$ cat config.mk
export PLATFORM = sky130hd
export DESIGN_NAME = brfj_div
export DESIGN_NICKNAME = d
export VERILOG_FILES = /design/src/hw/rtl/bilinear_reparam_forward_jacobian_top_macros.svh /design/src/hw/rtl/brfj_div.sv
export SDC_FILE = /design/constraint.sdc
export NUM_CORES = 2
export LEC_CHECK = 0
export BUFFER_PORTS_ARGS = -buffer_cell sky130_fd_sc_hd__buf_2
export CAP_MARGIN = 20
export CORE_MARGIN = 4
export CORE_UTILIZATION = 60
export DETAILED_ROUTE_END_ITERATION = 10
export MAX_ROUTING_LAYER = met4
export PLACE_DENSITY = 0.76
export SLEW_MARGIN = 20
export SYNTH_ARGS = -nofsm -noshare
export SYNTH_HDL_FRONTEND = slang
export SYNTH_SLANG_ARGS = --single-unit
$ cat constraint.sdc
create_clock -name clk_i -period 7.41 [get_ports clk_i]
set_input_delay 0.741 -clock clk_i [delete_from_list [all_inputs] [get_ports clk_i]]
set_output_delay 0.741 -clock clk_i [all_outputs]
set_load 0.005 [all_outputs]
$ cat src/hw/rtl/bilinear_reparam_forward_jacobian_top_macros.svh
// Assertion macros for the bilinear reparameterization block.
// Used by the top level; expects clk_i and rst_ni in scope.
`ifndef BILINEAR_REPARAM_FORWARD_JACOBIAN_TOP_MACROS_SVH
`define BILINEAR_REPARAM_FORWARD_JACOBIAN_TOP_MACROS_SVH
`ifndef NO_ASSERTIONS
`define BRFJ_ASSERT_IMP(lbl, ante, cons) \
  lbl: assert property (@(posedge clk_i) disable iff (!rst_ni) (ante) |-> (cons)) \
    else $error("brfj: implication check failed");
`define BRFJ_ASSERT_NXT(lbl, ante, cons) \
  lbl: assert property (@(posedge clk_i) disable iff (!rst_ni) (ante) |=> (cons)) \
    else $error("brfj: next-cycle check failed");
`else
`define BRFJ_ASSERT_IMP(lbl, ante, cons)
`define BRFJ_ASSERT_NXT(lbl, ante, cons)
`endif
`endif

$ cat src/hw/rtl/brfj_div.sv
// Pipelined restoring divider, one quotient bit per stage.
// Depends on nothing; stage enables come from the owner's pipeline control.
module brfj_div #(
  parameter int XW = 50,
  parameter int DW = 33,
  parameter int QW = 25
) (
  input  logic          clk_i,
  input  logic [QW-1:0] en_i,
  input  logic [XW-1:0] x_i,
  input  logic [DW-1:0] d_i,
  output logic [QW-1:0] q_o
);

  localparam int SW = (XW > DW + QW) ? XW : DW + QW;

  logic [XW-1:0] r_q [QW];
  logic [DW-1:0] d_q [QW];
  logic [QW-1:0] q_q [QW];

  for (genvar j = 0; j < QW; j++) begin : g_stage
    localparam int K = QW - 1 - j;
    logic [XW-1:0] r_in;
    logic [DW-1:0] d_in;
    logic [QW-1:0] q_in;
    logic [SW-1:0] sh;
    logic [SW-1:0] rx;
    logic          ge;

    if (j == 0) begin : g_first
      assign r_in = x_i;
      assign d_in = d_i;
      assign q_in = '0;
    end else begin : g_next
      assign r_in = r_q[j-1];
      assign d_in = d_q[j-1];
      assign q_in = q_q[j-1];
    end

    assign sh = SW'(d_in) << K;
    assign rx = SW'(r_in);
    assign ge = (rx >= sh);

    always_ff @(posedge clk_i) begin
      if (en_i[j]) begin
        r_q[j] <= ge ? XW'(rx - sh) : r_in;
        d_q[j] <= d_in;
        q_q[j] <= q_in | (QW'(ge) << K);
      end
    end
  end

  assign q_o = q_q[QW-1];

endmodule

; ---- Word level (Yosys, flattened, before mapping)
; Memories as Yosys holds them, arrays and structs flattened.
; Cells that the tools add are included.
[totals]
elab_cells = 152
regBits = 0
ram_bits = 2700
latch_bits = 0
n_memories = 3
mem_bits_ro = 0
[classes]
addsub = 25
mux = 75
bitwise_logic = 24
n_lt_le_gt_ge = 25
multipliers = 0
shifts = 0
div = 0
reduce_logical = 0
n_eq_ne = 0
[memory_table]
columns = name, words, width, read_ports, rd_ports_with_merged_regs, write_ports, line
row1 = r_q, 25, 50, 24, 0, 25, brfj_div.sv:17  ; logic [XW-1:0] r_q [QW];
row2 = d_q, 25, 33, 24, 0, 25, brfj_div.sv:18  ; logic [DW-1:0] d_q [QW];
row3 = q_q, 25, 25, 25, 0, 25, brfj_div.sv:19  ; logic [QW-1:0] q_q [QW];
[ops]
columns = operator, count
row1 = $mux W50, 25
row2 = $sub A50 B50 Y50, 8
row3 = $ge A50 B57 Y1, 1
row4 = $ge A50 B56 Y1, 1
row5 = $ge A50 B55 Y1, 1
row6 = $ge A50 B54 Y1, 1
row7 = $ge A50 B53 Y1, 1
row8 = $ge A50 B52 Y1, 1
row9 = $ge A50 B51 Y1, 1
row10 = $ge A50 B33 Y1, 1
row11 = $ge A50 B34 Y1, 1
row12 = $ge A50 B35 Y1, 1
row13 = $ge A50 B36 Y1, 1
row14 = $ge A50 B37 Y1, 1
row15 = $ge A50 B38 Y1, 1
row16 = $ge A50 B39 Y1, 1
row17 = $ge A50 B40 Y1, 1
row18 = $ge A50 B41 Y1, 1
row19 = $ge A50 B42 Y1, 1
row20 = $ge A50 B43 Y1, 1
row21 = $ge A50 B44 Y1, 1
row22 = $ge A50 B45 Y1, 1
row23 = $ge A50 B46 Y1, 1
row24 = $ge A50 B47 Y1, 1
row25 = other kinds (45), 94

; ---- Longest topological paths before layout
; An unclocked memory read counts as a cell.
[logic_depth]
word_depth = 3
depth_mapped = 17
mapped_depth_nobuf = 16

; ---- Worst setup path after synthesis
; No wires, ideal clock.
[synth_path]
kind = register to register
startpoint = memory r_q[7][16], in the netlist r_q[1][166]
endpoint = memory r_q[8][31], in the netlist r_q[2][31] (data pin)
synth_period_minus_slack_ns = 3.609
path_buffers = 2
arrival_ns = 3.347
stages_incl_launch_ff = 17
required_time_ns = 7.148
setup_ns = 0.262
path_slack_ns = 3.801
path_cell_list = edfxtp_1 -> inv_1 -> ha_1 -> inv_1 -> fa_1 -> a21o_1 -> a221oi_2 -> o221ai_1 -> a221oi_2 -> o311a_2 -> o21bai_1 -> a21oi_2 -> o31ai_1 -> a21o_1 -> buf_6 -> buf_6 -> mux2_1
[synth_rtl]
columns = element, line
row1 = start: declaration, brfj_div.sv:17

==> results.json <==
{
  "cts-root-buf": "clkbuf_16",
  "status": "finished clean",
  "worstPathMaxFanout": 34,
  "synth_ff_type": "edfxtp_1",
  "numCtsBuffers": 237,
  "antenna_found_initial": 9,
  "finalCritPeriodShare_pct": 66.82,
  "power_leakage_nw": 53.86,
  "seq_area_um2": 69580,
  "fin_crit_ns": 4.952,
  "gr-total-overflow": 0,
  "routed_wirelength_mm": 311.0,
  "max_freq_mhz": 202.0,
  "grt_usage_pct": 29.69,
  "cp.required_ns": 7.99,
  "synth-seq-area-share_pct": 56.33,
  "async_flop_share_pct": 0,
  "grt_pass1_vias": 80600,
  "grt_pass1_wl_mm": 476.2,
  "wire_per_inst_um": 22.54,
  "drtAntennaViolNets": 0,
  "post-cts-setup-buffers": 0,
  "clk_path_buf_depth": 3,
  "min_from": "d_i[3]",
  "r2r-start": "r_q[3][60]",
  "rsz0062_at_grt": "false",
  "clock_sinks": 2317,
  "hp-class": "primary input to flop",
  "nets": 11820,
  "p_per_area_nw_per_um2": 361.6,
  "hold_buffers": 0,
  "fp.dieH_um": 461.7,
  "grt_start_max_net_pins": 78,
  "max_cap_violations": 0,
  "clk_latency_ns": 0.87,
  "relSlewSlack_pct": 27.54,
  "hpwl_mm": 235.9,
  "post_cts_resized": 0,
  "multi_input_area_um2": 49280,
  "cpPeakStageDelay_ns": 0.84,
  "worst_ep_arrival_time_ns": 5.53,
  "h-tree-depth": 4,
  "tritoncts": "built",
  "drt-initial-drc-count": 7442,
  "synth_nets": 11640,
  "tightestPinTransition_ns": 1.077,
  "worstSetupEndpointType": "flop",
  "die_w_um": 461.7,
  "dieArea_um2": 213200,
  "placed_area_um2": 127200,
  "stdcell_area_um2": 135400,
  "design.portCount": 134,
  "viasPerCell": 6.079,
  "drive_above_1_share_pct": 7.623,
  "hold_violations": 0,
  "peakVddDrop_mv": 0.2589,
  "final-setup-viol-count": 0,
  "synth_cell_type_count": 104,
  "rows": 166,
  "synth-seq-cells": 2317,
  "dr.pass1.iters": 6,
  "fin_skew_ns": 0.02952,
  "critPathLaunch": "r_q[3][60]",
  "core_area_um2": 204800,
  "crit_path_cell_trace": "inv_1 > ha_1 > inv_1 > fa_1 > a211o_1 > a2111oi_0 > nand4b_1 > a2111oi_0 > o21ai_0 > a21oi_1 > o21a_1 > a21oi_4 > buf_4 > a211oi_1 > xor2_1",
  "io_buffers": 133,
  "initial_utilization_pct": 60.31,
  "worstSetupPathType": "flop to flop",
  "syn_area_um2": 123500,
  "slowest_stage": "a2111oi_0",
  "final_common_cell": "edfxtp_1",
  "maxSlewViolCount": 0,
  "syn_area_per_cell_um2": 11.54,
  "synth-edff-count": 2317,
  "yosys_warnings": 0,
  "nFillCells": 15350,
  "syn-instance-count": 10710,
  "fin_tns_setup_ns": 0,
  "layout_common_cells": "edfxtp_1 (2317), inv_1 (1022), nand2_1 (845), a21oi_1 (801), ha_1 (797)",
  "path_clk_slew_ns": 0.06,
  "area_growth_pct": 9.591,
  "drc": 0,
  "gp_congestion": 0.9608,
  "cp-start-kind": "flop",
  "dr_total_vias": 83880
}
worst max-delay path: cells and delay by family, from the launching register on:
kind	cells	cell delay (ns)
and+or+nand+nor	1	0.26
xor gates and xnor gates	1	0.20
AOI/OAI and AO/OA	8	2.70
adders and majority gates	2	0.60
DFF	1	0.40
buffers and inverters	3	0.51
Yosys cell counts (all sizes together) (98+ instances only):
cell type,n,area (µm²)
a21o,455,3416
a21oi,810,4069
clkbuf,176,661.9
edfxtp,2317,69580
ha,797,9972
inv,1024,3844
mux2,199,2241
nand2,845,3172
nand2b,116,725.7
nand3,174,870.8
nand4,153,957.2
nor2,567,2128
nor2b,98,613.1
nor3,178,910.9
nor4,126,788.3
o21ai,764,3824
xnor2,431,3775
xor2,342,2995
per-layer routing:
layer | GRT usage, % | up-vias | share of wire (%)
met5 | - | - | 0
met4 | 8.549 | 0 | 3.2
met3 | 3.864 | 517 | 5.8
met2 | 48.12 | 2714 | 48
met1 | 39.64 | 40810 | 43
li1 | - | 39840 | -
layout make-up:
| type | count | share of cell area (%) |
|---|---|---|
| clock inverter | 182 | 1.494 |
| timing repair buffer | 188 | 0.8541 |
| clock buffer | 268 | 4.499 |
| multi-input combinational | 7118 | 36.40 |
| tap | 2688 | 2.485 |
| sequential | 2317 | 51.40 |
| inverter | 1025 | 2.842 |
| antenna | 13 | 0.02403 |
state kept, by name, summed over array words and instances (netlist names):
signal / cells
d_q: 792
q_q: 325
r_q: 1200
worst paths after layout:
path,end,slack (ns),cells past startpoint
setup / recovery,r_q[3][143],2.46,15
hold / removal,d_q[0][3],0.07,1
setup reg to reg,r_q[3][143],2.46,15
hold reg to reg,q_q[0][342],0.40,0
cell families (layout without fill, tap and decap cells):
group	after synthesis	count (layout)	synth area share (%)
buffers and inverters	1271	1663	3.936
adder cells (fa/ha/maj)	821	821	8.462
multiplexers	217	217	1.960
flip-flops	2317	2317	56.33
AND/OR/NAND/NOR	2576	2576	10.07
AO/OA/AOI/OAI	2731	2731	13.76
XOR/XNOR	773	773	5.481
other	0	13	0
through the flow:
step                      utilization [%]  hold WS [ns]  power (W)  instances  setup slack (ns)
after global placement              62.08        0.4001    0.03627      13330             2.611
after CTS                           66.06      0.003554    0.04899      13790             2.498
after floorplan                         -        0.4003    0.03161      10710             3.801
final                               66.10       0.07003    0.04894      13800             2.458
after global routing                66.09       0.03258    0.05177      13790             2.150
after detailed placement            62.10        0.4045    0.03654      13340             2.567
where the power goes:
group | total (W) | switching [W] | internal, W
Combinational | 0.0169 | 0.00995 | 0.00699
Clock | 0.0123 | 0.00525 | 0.00707
Sequential | 0.0197 | 0.00186 | 0.0178
Note: power is estimated with default switching activity, not from simulation.
